===== src/rtl/fim_pkg.sv =====
// ----------------------------------------------------------------------------
// fim_pkg
// Shared types and constants for the frame interval monitor.
// ----------------------------------------------------------------------------
package fim_pkg;

	localparam int DEF_HISTORY_DEPTH = 64;
	localparam int DEF_TIME_WIDTH    = 48;

	localparam int MODE_W      = 2;
	localparam int CFG_INDEX_W = 1;
	localparam int CFG_DATA_W  = 32;
	localparam int RATE_W      = 16;

	localparam logic [RATE_W-1:0]     RATE_MAX  = '1;
	localparam logic [CFG_DATA_W-1:0] TPS_RESET = 32'd10000000;

	// event codes
	typedef enum logic [MODE_W-1:0] {
		MODE_FRAME  = 2'd0,
		MODE_RESUME = 2'd1,
		MODE_PAUSE  = 2'd2,
		MODE_RESET  = 2'd3
	} mode_t;

	// register indexes
	localparam logic [CFG_INDEX_W-1:0] CFG_TICKS_PER_SECOND = 1'd0;
	localparam logic [CFG_INDEX_W-1:0] CFG_MIN_FRAME_TICKS  = 1'd1;

	// controller -> datapath
	typedef struct packed {
		logic capture;    // latch request
		logic calc;       // interval and pause length
		logic check;      // lock test, distance to mean, window sum; non-frame events
		logic apply;      // frame bookkeeping
		logic mem_read;   // fetch oldest sample
		logic evict;      // drop oldest sample from sum
		logic write;      // store sample
		logic div_start;  // start mean division
		logic mean_load;  // take quotient
		logic out_load;   // fill output register
	} cmd_t;

	// datapath -> controller
	typedef struct packed {
		logic is_frame;
		logic accepted;
		logic keep;
		logic full;
		logic div_done;
	} status_t;

endpackage


===== src/rtl/fim_ctrl.sv =====
// ----------------------------------------------------------------------------
// fim_ctrl
// Sequencer for one request at a time; owns the output valid flag.
// ----------------------------------------------------------------------------
module fim_ctrl (
	input  logic             clk,
	input  logic             arst_n,
	input  logic             in_valid,
	output logic             in_ready,
	output logic             out_valid,
	input  logic             out_ready,
	input  fim_pkg::status_t status,
	output fim_pkg::cmd_t    cmd
);
	import fim_pkg::*;

	typedef enum logic [3:0] {
		S_IDLE,
		S_CALC,
		S_CHECK,
		S_APPLY,
		S_EVICT,
		S_WRITE,
		S_DIV_START,
		S_DIV_WAIT,
		S_DONE
	} state_t;

	state_t state_q;
	state_t state_nxt;
	logic   out_valid_q;
	logic   out_free;

	assign out_free  = !out_valid_q || out_ready;
	assign in_ready  = (state_q == S_IDLE);
	assign out_valid = out_valid_q;

	always_comb begin
		state_nxt = state_q;
		cmd       = '0;
		unique case (state_q)
			S_IDLE: begin
				if (in_valid) begin
					cmd.capture = 1'b1;
					state_nxt   = S_CALC;
				end
			end
			S_CALC: begin
				cmd.calc  = 1'b1;
				state_nxt = S_CHECK;
			end
			S_CHECK: begin
				cmd.check = 1'b1;
				state_nxt = status.is_frame ? S_APPLY : S_DONE;
			end
			S_APPLY: begin
				cmd.apply = 1'b1;
				if (status.accepted && status.keep) begin
					if (status.full) begin
						cmd.mem_read = 1'b1;
						state_nxt    = S_EVICT;
					end else begin
						state_nxt = S_WRITE;
					end
				end else begin
					state_nxt = S_DONE;
				end
			end
			S_EVICT: begin
				cmd.evict = 1'b1;
				state_nxt = S_WRITE;
			end
			S_WRITE: begin
				cmd.write = 1'b1;
				state_nxt = S_DIV_START;
			end
			S_DIV_START: begin
				cmd.div_start = 1'b1;
				state_nxt     = S_DIV_WAIT;
			end
			S_DIV_WAIT: begin
				if (status.div_done) begin
					cmd.mean_load = 1'b1;
					state_nxt     = S_DONE;
				end
			end
			S_DONE: begin
				if (out_free) begin
					cmd.out_load = 1'b1;
					state_nxt    = S_IDLE;
				end
			end
			default: state_nxt = S_IDLE;
		endcase
	end

	always_ff @(posedge clk or negedge arst_n) begin
		if (!arst_n) begin
			state_q     <= S_IDLE;
			out_valid_q <= 1'b0;
		end else begin
			state_q <= state_nxt;
			if (cmd.out_load) begin
				out_valid_q <= 1'b1;
			end else if (out_ready) begin
				out_valid_q <= 1'b0;
			end
		end
	end

endmodule


===== config.mk =====
export PLATFORM = sky130hd
export DESIGN_NAME = fim_ctrl
export DESIGN_NICKNAME = d
export VERILOG_FILES = /design/src/rtl/fim_pkg.sv /design/src/rtl/fim_ctrl.sv
export SDC_FILE = /design/constraint.sdc
export NUM_CORES = 1
export LEC_CHECK = 0
export ABC_AREA = 1
export BUFFER_PORTS_ARGS = -buffer_cell sky130_fd_sc_hd__buf_2
export CORE_AREA = 2 2 39 41
export CTS_BUF_LIST = sky130_fd_sc_hd__clkbuf_16
export DETAILED_ROUTE_END_ITERATION = 7
export DIE_AREA = 0 0 41 43
export MAX_ROUTING_LAYER = met4
export SYNTH_ARGS = -nofsm -noshare
export SYNTH_HDL_FRONTEND = slang
export SYNTH_SLANG_ARGS = --single-unit

===== constraint.sdc =====
create_clock -name clk -period 1.89 [get_ports clk]
set_input_delay 0 -clock clk [delete_from_list [all_inputs] [get_ports clk]]
set_output_delay 0 -clock clk [all_outputs]
set_load 0.01 [all_outputs]

After elaboration in Yosys (flattened, before gate mapping)
Cells that the tools add are included.

storage, ports and cells
  bits in registers = 5
  input port bits = 9
  output and inout bits = 12

operators by class
  equal/unequal tests = 11
  mux-type cells = 23
  reduce and logical (&&, ||, !) cells = 6

operators by type and width
  cell                                                                    count
  4-bit case mux with 9 select lines                                      1
  4-bit two-way mux                                                       5
  4-bit by 3-bit equality test with 1-bit output (second input constant)  4
  1-bit two-way mux                                                       16
  4-bit by 2-bit equality test with 1-bit output (second input constant)  2
  2-bit != test (second input constant)                                   3
  4-bit by 1-bit equality test with 1-bit output (second input constant)  1
  4-bit equality test (second input constant)                             1
  4-bit logical NOT                                                       1
  3-bit AND reduction                                                     1
  2-bit two-way mux                                                       1
  2-bit nonzero test                                                      1
  1-bit logical AND                                                       1
  1-bit logical NOT                                                       1
  1-bit logical OR                                                        1

Logic depth before layout (Yosys ltp)
Gate-level depths: netlist of run 1.

  word-level depth = 5
  mapped depth = 7
  gate-level depth less buffers = 7

Worst setup path after synthesis of run 1
Ideal clock, no wire load.

  kind = flip-flop to flip-flop
  from = register state_q[0]
  to = register state_q[3]
  setup time = 118 ps
  arrival time = 940 ps
  required time = 1772 ps
  setup slack = 833 ps
  cell stages (with the launch flop) = 7
  period minus slack after synthesis = 1057 ps
  cell sequence = dfrtp_1 nor2_1 nand2_2 nor2_1 nor2_1 nand2_1 nand2_1

between the ends
  longest elaborated chain between the ends = 3
  elaborated cells between the ends (all ways) = 14

ends and longest elaborated chain
  item                                         line             RTL
  start, declared                              fim_ctrl.sv:29   state_t state_q;
  start signal, assigned                       fim_ctrl.sv:102  state_q <= state_nxt;
  4-bit equality test (tied with other cells)  fim_ctrl.sv:41   unique case (state_q)
  2-bit != test (no line)                      --
  3-bit AND reduction (no line)                --

Parallel ways exist; a longest one is shown, timed or not.
A chain may end at the register's enable or synchronous reset.

==> results of run 1 <==
==> synthesized netlist by cell type <==
| cell | instances |
|---|---|
| dfrtp_1 | 5 |
| inv_1 | 12 |
| inv_2 | 3 |
| nand2_1 | 12 |
| nand2_2 | 2 |
| nand3_1 | 6 |
| nand3_2 | 2 |
| nand4_1 | 3 |
| nor2_1 | 12 |
| nor2_2 | 2 |
| nor2_4 | 1 |
| nor3_1 | 2 |
| o211ai_1 | 1 |
| o21ai_0 | 1 |
==> worst max-delay path, cell delays in order (launching register included) <==
cell,delay (ns)
dfrtp_1,0.40
inv_2,0.06
nor2_2,0.17
inv_1,0.11
nor3_1,0.15
buf_2,0.16
==> logic make-up after synthesis <==
| family | Yosys count |
|---|---|
| simple gates | 42 |
| buf+inv | 15 |
| compound gates | 2 |
| flops | 5 |
==> cell type report <==
class	instances	area (µm²)	share of cell area
multi-input cells	44	217.7	0.3580
repair buffers	21	110.1	0.1811
inverters	15	56.30	0.09259
flip-flops and latches	5	125.1	0.2058
clock buffers	3	75.07	0.1235
clock inverters	1	3.754	0.006173
well taps	16	20.02	0.03292
==> metal layers <==
layer	vias to the layer above	track usage
li1	248	-
met1	202	0.1612
met2	9	0.2031
met3	0	0.03141
met4	0	0.06000
met5	-	-
==> flip-flops by register name, summed over array words and instances, names as in the netlist <==
name	cells
out_valid	1
state_q	4
==> how the worst min path moves through the flow <==
| stage | to | start | slack [ns] | cells past startpoint |
|---|---|---|---|---|
| final | out_valid | out_ready | 0.006 | 2 |
| after global routing | out_valid | out_ready | 0.02 | 2 |
| after CTS | out_valid | out_ready | 0.01 | 2 |
| after detailed placement | state_q[3] | arst_n | -0.18 | 1 |
| after global placement | out_valid | arst_n | -0.18 | 1 |
| after floorplan | out_valid | arst_n | -0.30 | 0 |
==> power groups by stage <==
stage               Sequential, mW  Clock, mW  Combinational [mW]
floorplan                    0.195          0               0.279
global placement             0.196          0               0.405
detailed placement           0.196          0               0.406
CTS                          0.197      0.343               0.412
global route                 0.205      0.352               0.465
finish                       0.196      0.336               0.403
==> run summary, run 1 <==
CP Launch Type - register
Mux contribution to synthesized area - 0
Placer Congestion - 0.7936
Post-Synth XOR/XNOR Area - 0
DRC errors left - 0
Register-to-Register Path Depth - 6
DIE AREA - 1763 µm²
Reg power frac - 0.210
Initial antenna violation count - 0
Via count - 459
Tot Pwr - 935.7 µW
Final min period - 1.273 ns
Worst R2R Start - state_q[0]
Share of layout cells above drive strength 1 - 0.3708
Post-DP Area - 519.2 µm²
Hold Vio Cnt, Final - 0
CTS tree - built
Synth Area in Compound Gates - 0.03135
CTS Sinks - 5
Highest Signal Layer - met3
Peak supply drop - 0.7936 mV
WL per Instance - 9.267 µm
Core area - 1384 µm²
# nets final - 99
Port Buffers - 20
Initial DRT Pass Iterations - 4
P per Cell Area - 1539 nW/µm²
CTS max path bufs - 2
I/O Pins - 21
Final worst-path cycle share - 0.6735
Final slew viol count - 0
Num rows - 14
#FFs+latches synth - 5
Fin Setup TNS - 0 ns
Final setup margin - 0.6171 ns
Starting Density - 0.2884
Post-CTS setup buffer count - 0
Switching part of the total - 0.3898
Synth Net Count - 73
Vias in the first global route - 406
Area growth from synthesis to final layout - 52.35%
Synth area leaders - dfrtp_1, inv_1, nand2_1, nor2_1, nand3_1
Cells after Synth - 64
Fraction of the mapped netlist area in adder cells - 0
Final setup skew - 0.0004503 ns
Diode count - 0
Initial DRC Count - 8
P_leak - 0.3796 nW
Met3 WL post-DR - 45 µm
Worst hold path class - in -> reg
Worst Setup End Kind - primary output
Comb power frac - 0.431
Synth area leader - dfrtp_1
CTS H-tree lvls - 1
Largest net degree at the start of global routing - 7
Largest family of logic cells by synthesized area - simple AND/OR/NAND/NOR gates
Total CTS buffers - 3
Gr usage total - 0.1337
Most common cell after layout, fill and taps aside - buf_2
Worst Setup SP - state_q[2]
Post_cts resized - 0
GRT Residual Overflow - 0
CP arrival - 1.27 ns
CP Data Required Time - 1.89 ns
Worst hold slack - 0.006498 ns
Syn. warnings - 0
Kind of critical path - reg -> out
Die H - 43 µm
Slew headroom - 0.8223
Drt total wl - 973 µm
Inst Count DP - 100
Via/cell ratio - 4.371
# setup viols final - 0
Pint - 571.0 µW
Synth cell types - 14
Worst R2R Setup Slack - 0.72 ns
DR WL met2 - 502 µm
M1 WL - 425 µm
Clock-pin slew on the worst setup and hold paths - 0.03 ns
Commonest cells after routing, fill and taps aside - buf_2, inv_1, nor2_1, nand2_1, nand3_1
Non-Filler Instances - 105
Post-synthesis simple-gate area fraction - 0.5141
Synthesized area - 399.1 µm²
Fmax - 785.6 MHz
Pre-CTS setup slack - 0.7320 ns
Fin area - 608.1 µm²
Global-route wire length before repair - 1538 µm
Hold_buf cts - 1
Max-Cap Viols - 0
RSZ-0062 raised after global routing - no
Switch Pwr - 364.7 µW
Slew @ Worst Pin - 0.2655 ns
R2R Path End - state_q[0]
Fillers - 152
Avg Cell Area, Syn - 6.236 µm²
Post-synth top area share - 0.3135
Die width - 41 µm
Clk pwr share - 0.359
HPWL Detailed - 816.3 µm
Final core utilization - 0.4394
Clk_lat worst skew - 0.22 ns
Setup crit end - cmd[3]
CTS Root Cell - clkbuf_16
Worst-path maximum fanout - 4
Status - complete, no violations
Final antenna-violating net count - 0
Sequential share of the synthesized area - 0.3135
Note: power is estimated with default switching activity, not from simulation.
==> run 2: changes to the inputs <==
Clock period 1.89 ns to 1.3 ns, I/O delays scaled along.
==> run summary, run 2 (synthesized netlist as in run 1, its figures left out) <==
Status - complete, no violations
Slowest-stage cell, CP - dfrtp_2
Clock-pin slew on the worst setup and hold paths - 0.03 ns (about the same)
Clk_lat worst skew - 0.22 ns (about the same)
Commonest cells after routing, fill and taps aside - buf_2, inv_1, nor2_1, nand2_1, nand3_1
CP Launch Type - register
Max reg flops - 4 (unchanged)
I/O Pins - 21 (unchanged)
R2R Path End - state_q[0]
CTS Root Cell - clkbuf_16
GRT Residual Overflow - 0 (unchanged)
Global-route wire length before repair - 1538 µm (unchanged)
Slew headroom - 0.8549 (+0.03251)
Kind of critical path - reg -> out
Via count - 481 (+4.8%)
Die width - 41 µm (unchanged)
Peak supply drop - 1.178 mV (+48%)
Fillers - 142 (-6.6%)
Largest net degree at the start of global routing - 7 (unchanged)
Worst Setup End Kind - primary output
Final slew viol count - 0 (unchanged)
Drt total wl - 1126 µm (+16%)
Final min period - 1.298 ns
Non-Filler Instances - 109 (+3.8%)
Placer Congestion - 0.7936 (unchanged)
Vias in the first global route - 406 (unchanged)
Crit-path max cell delay - 0.44 ns (+0.04 ns)
CTS max path bufs - 2 (unchanged)
P_leak - 0.4041 nW (+6.5%)
Starting Density - 0.2884 (unchanged)
Via/cell ratio - 4.413 (+0.95%)
Worst-path maximum fanout - 3 (-1)
Num rows - 14 (unchanged)
Hold Vio Cnt, Final - 0 (unchanged)
CTS Sinks - 5 (unchanged)
P per Cell Area - 2178 nW/µm² (+42%)
CP Data Required Time - 1.30 ns (-0.59 ns)
HPWL Detailed - 816.3 µm (unchanged)
Final setup skew - 0.0004513 ns (+0.0000009710 ns)
Worst Hold Depth - 2 (unchanged)
CTS tree - built
Register-to-Register Path Depth - 8 (+2)
Diode count - 0 (unchanged)
Max-Cap Viols - 0 (unchanged)
Inst Count DP - 100 (unchanged)
DRC errors left - 0 (unchanged)
Initial antenna violation count - 0 (unchanged)
Most flops, register - state_q
Worst R2R Setup Slack - 0.14 ns (-0.58 ns)
Die H - 43 µm (unchanged)
Port Buffers - 20 (unchanged)
WL per Instance - 10.33 µm (+11%)
Most common cell after layout, fill and taps aside - buf_2
Gr usage total - 0.1337 (unchanged)
Initial DRT Pass Iterations - 4 (unchanged)
Initial DRC Count - 4 (-4)
Slew @ Worst Pin - 0.2177 ns (-0.04778 ns)
RSZ-0062 raised after global routing - yes
Min-delay src - out_ready
Core area - 1384 µm² (unchanged)
Hold endpoint - out_valid
Share of layout cells above drive strength 1 - 0.4516 (+0.08083)
Worst hold path class - in -> reg
Total CTS buffers - 3 (unchanged)
Crit-path cells - inv_2, nand2_4, nor2_4, nand3_2, nor2_1, buf_2
DIE AREA - 1763 µm² (unchanged)
CTS H-tree lvls - 1 (unchanged)
Worst R2R Start - state_q[3]
Fmax - 770.2 MHz
# setup viols final - 0 (unchanged)
CP arrival - 1.30 ns (+0.03 ns)
# nets final - 103 (+4.0%)
Final core utilization - 0.4837 (+0.04430)
Area growth from synthesis to final layout - 67.71%
Final worst-path cycle share - 0.9988
Final antenna-violating net count - 0 (unchanged)
[run 2: report_power, final]
part | internal [mW] | switching [mW] | total (mW)
logic | 0.262 | 0.408 | 0.670
clock network | 0.397 | 0.0913 | 0.489
registers | 0.218 | 0.0813 | 0.299
total | 0.878 | 0.580 | 1.46
[run 2: per-layer routing]
layer / track usage / vias to the layer above / part of all wire
met5: - / - / 0
met4: 0.06000 / 0 / 0
met3: 0.03141 / 0 / 0.045
met2: 0.2031 / 9 / 0.54
met1: 0.1612 / 216 / 0.42
li1: - / 256 / -
[run 2: area by class of cell]
cell class / count / area [µm²] / share of cell area
inverters: 15 / 56.30 / 0.08411
repair buffers: 25 / 140.1 / 0.2093
clock inverters: 1 / 3.754 / 0.005607
clock buffers: 3 / 75.07 / 0.1121
multi-input cells: 44 / 247.7 / 0.3701
flip-flops and latches: 5 / 126.4 / 0.1888
well taps: 16 / 20.02 / 0.02991
[run 2: worst max path at each step]
| stage | start | end | slack, ns | cells past startpoint |
|---|---|---|---|---|
| 2_1_floorplan | state_q[0] | state_q[3] | 0.24 | 6 |
| 3_3_place_gp | state_q[0] | state_q[3] | 0.17 | 6 |
| 3_5_place_dp | state_q[0] | state_q[0] | 0.14 | 6 |
| 4_1_cts | state_q[2] | cmd[3] | 0.02 | 5 |
| 5_1_grt | state_q[3] | cmd[5] | -0.06 | 6 |
| 6_report | state_q[3] | cmd[5] | 0.002 | 6 |
[run 2: worst max-delay path: cells and delay by family (launching register included)]
| kind | cells | cell delay [ns] |
|---|---|---|
| buffers and inverters | 2 | 0.24 |
| DFF | 1 | 0.44 |
| and+or+nand+nor | 4 | 0.38 |
[run 2: repair_timing]
action | in CTS | in global routing
gates resized for setup | 0 | 8
endpoints found under the hold margin | 5 | 0
setup buffers | 0 | 4
hold buffers | 1 | 0
setup endpoints to repair | 0 | 6
[run 2: stage by stage]
stage / hold slack (ns) / instance area [µm²] / worst slack (ns) / setup TNS (ns) / power, mW
5_1_grt: 0.02216 / 669.4 / -0.05501 / -0.05501 / 1.581
3_5_place_dp: -0.1796 / 519.2 / 0.1420 / 0 / 0.8745
2_1_floorplan: -0.2956 / 399.1 / 0.2426 / 0 / 0.6893
3_3_place_gp: -0.1814 / 519.2 / 0.1677 / 0 / 0.8727
6_report: 0.006945 / 669.4 / 0.001595 / 0 / 1.458
4_1_cts: 0.01205 / 608.1 / 0.02159 / 0 / 1.383
==> run 3: changes to the inputs <==
--- a/config.mk
+++ b/config.mk
@@ -14,2 +14,4 @@
 export MAX_ROUTING_LAYER = met4
+export PLACE_DENSITY = 0.58
+export SLEW_MARGIN = 20
 export SYNTH_ARGS = -nofsm -noshare
==> constraint.sdc (replaced) <==
create_clock -name clk -period 1.3 [get_ports clk]
set_input_delay 0.26 -clock clk [delete_from_list [all_inputs] [get_ports clk]]
set_output_delay 0.26 -clock clk [all_outputs]
set_load 0.01 [all_outputs]
==> run summary, run 3 (synthesized netlist as in run 1, its figures left out) <==
Status - complete, but fails checks
Failing checks - negative setup slack
Largest net degree at the start of global routing - 6 (-1)
P per Cell Area - 2177 nW/µm² (about the same)
Slew @ Worst Pin - 0.2107 ns (-0.007049 ns)
DIE AREA - 1763 µm² (unchanged)
Fillers - 117 (-18%)
Non-Filler Instances - 118 (+8.3%)
CP arrival - 1.26 ns (-0.04 ns)
# nets final - 112 (+8.7%)
Final setup skew - 0.002728 ns (+0.002277 ns)
I/O Pins - 21 (unchanged)
DRC errors left - 0 (unchanged)
Share of layout cells above drive strength 1 - 0.5882 (+0.1366)
Switching part of the total - 0.3900 (-0.008147)
Placer Congestion - 0.7540 (-5.0%)
Worst Setup End Kind - primary output
Clk pwr share - 0.292 (-0.043)
Final min period - 1.521 ns (+0.2227 ns)
# setup viols final - 13 (+13)
Pint - 1.017 mW (+16%)
Worst-path maximum fanout - 3 (unchanged)
Fin area - 765.7 µm² (+14%)
Crit-path max cell delay - 0.40 ns (-0.04 ns)
Max reg flops - 4 (unchanged)
Core area - 1384 µm² (unchanged)
CTS max path bufs - 2 (unchanged)
RSZ-0062 raised after global routing - yes
Kind of critical path - reg -> out
Inst Count DP - 103 (+3.0%)
Starting Density - 0.2884 (unchanged)
Global-route wire length before repair - 1766 µm (+15%)
Max-Cap Viols - 0 (unchanged)
Die H - 43 µm (unchanged)
Clock-pin slew on the worst setup and hold paths - 0.03 ns (about the same)
Most common cell after layout, fill and taps aside - buf_2
P_leak - 0.4431 nW (+9.6%)
Crit path max-delay family - simple AND/OR/NAND/NOR gates
CTS Root Cell - clkbuf_16
CTS H-tree lvls - 1 (unchanged)
Comb power frac - 0.530 (+0.071)
Commonest cells after routing, fill and taps aside - buf_2, buf_4, nand2_1
Initial DRT Pass Iterations - 4 (unchanged)
Total CTS buffers - 3 (unchanged)
Final slew viol count - 0 (unchanged)
Worst hold path class - in -> reg
Die width - 41 µm (unchanged)
Initial antenna violation count - 0 (unchanged)
CP Data Required Time - 1.04 ns (-0.26 ns)
Num rows - 14 (unchanged)
Post-DP Area - 541.8 µm² (+4.3%)
Reg power frac - 0.178 (-0.027)
Initial DRC Count - 4 (unchanged)
Peak supply drop - 1.371 mV (+16%)
HPWL Detailed - 772.3 µm (-5.4%)
CTS tree - built
Final antenna-violating net count - 0 (unchanged)
Gr usage total - 0.1572 (+0.02351)
Via/cell ratio - 4.398 (-0.33%)
Worst Path Buf+Inv - 2 (unchanged)
Hold Vio Cnt, Final - 0 (unchanged)
Slowest-stage cell, CP - dfrtp_1
Port Buffers - 20 (unchanged)
Area growth from synthesis to final layout - 91.85%
Clk_lat worst skew - 0.22 ns (about the same)
Vias in the first global route - 444 (+9.4%)
Crit-path cells - inv_2, nand2_2, nor2_4, nand3_2, nor2_2, buf_2
CTS Sinks - 5 (unchanged)
Diode count - 0 (unchanged)
GRT Residual Overflow - 0 (unchanged)
Drt total wl - 1243 µm (+10%)
Switch Pwr - 650.2 µW (+12%)
Via count - 519 (+7.9%)
CP Launch Type - register
WL per Instance - 10.53 µm (+2.0%)
Slew headroom - 0.8594 (+0.004548)
Final setup margin - -0.2211 ns (-0.2227 ns)
Fmax - 657.4 MHz (-15%)
Final worst-path cycle share - 1.170 (+0.1713)
Most flops, register - state_q
## run 3: cell types whose count changed in the layout (fill, tap and decap cells not counted), moves of 2 or more
cell / before / now
nand2_2: 2 / 4
buf_6: 0 / 2
nor2_2: 1 / 3
buf_2: 20 / 18
nor2_1: 11 / 9
inv_1: 13 / 9
inv_2: 3 / 7
buf_4: 4 / 13
## run 3: final cells by class
| class | count | area (µm²) | share of cell area |
|---|---|---|---|
| Inverter | 15 | 56.30 | 0.07353 |
| Clock inverter | 1 | 3.754 | 0.004902 |
| Multi-Input combinational cell | 44 | 262.8 | 0.3431 |
| Sequential cell | 5 | 127.6 | 0.1667 |
| Timing Repair Buffer | 34 | 220.2 | 0.2876 |
| Tap cell | 16 | 20.02 | 0.02614 |
| Clock buffer | 3 | 75.07 | 0.09804 |
## run 3: through the flow
stage | hold slack, ns | utilization | TNS [ns] | setup slack, ns | total power [mW]
after floorplan | -0.03559 | - | 0 | 0.07516 | 0.6893
after global placement | 0.07540 | 0.3915 | 0 | 0.02034 | 0.9202
after detailed placement | 0.07628 | 0.3915 | 0 | 0.02266 | 0.9156
after CTS | 0.2605 | 0.5145 | -1.118 | -0.1424 | 1.557
after global routing | 0.3066 | 0.5533 | -2.444 | -0.2673 | 1.803
final | 0.2559 | 0.5533 | -1.651 | -0.2211 | 1.667
## run 3: power groups by stage
stage | registers [mW] | clock network [mW] | logic [mW]
final | 0.296 | 0.487 | 0.884
after detailed placement | 0.279 | 0 | 0.637
after global placement | 0.280 | 0 | 0.640
after CTS | 0.296 | 0.497 | 0.765
after floorplan | 0.283 | 0 | 0.406
after global routing | 0.305 | 0.510 | 0.989
## run 3: worst paths after layout
| check | from | to | slack (ns) | cells after the start |
|---|---|---|---|---|
| max | state_q[2] | cmd[5] | -0.22 | 6 |
| min | out_ready | out_valid | 0.26 | 2 |
| max reg2reg | state_q[3] | state_q[3] | -0.05 | 9 |
| min reg2reg | out_valid | out_valid | 0.55 | 2 |
| max in group asynchronous | arst_n | state_q[1] | 0.78 | 2 |
| min in group asynchronous | arst_n | out_valid | 0.38 | 2 |
## run 3: timing repair
item | 4_1_cts | 5_1_grt
cloned | 0 | 0
resized for setup | 13 | 6
hold buffers | 1 | 0
setup buffers | 6 | 4
setup endpoints to repair | 11 | 13
hold endpoints to repair | 5 | 0
pin swaps | 4 | 6
## run 3: metal layers
| layer | GRT usage | vias to the layer above | share of wire |
|---|---|---|---|
| met5 | - | - | 0 |
| met4 | 0.08000 | 0 | 0.0080 |
| met3 | 0.03141 | 2 | 0.044 |
| met2 | 0.2531 | 16 | 0.55 |
| met1 | 0.1732 | 223 | 0.40 |
| li1 | - | 278 | - |
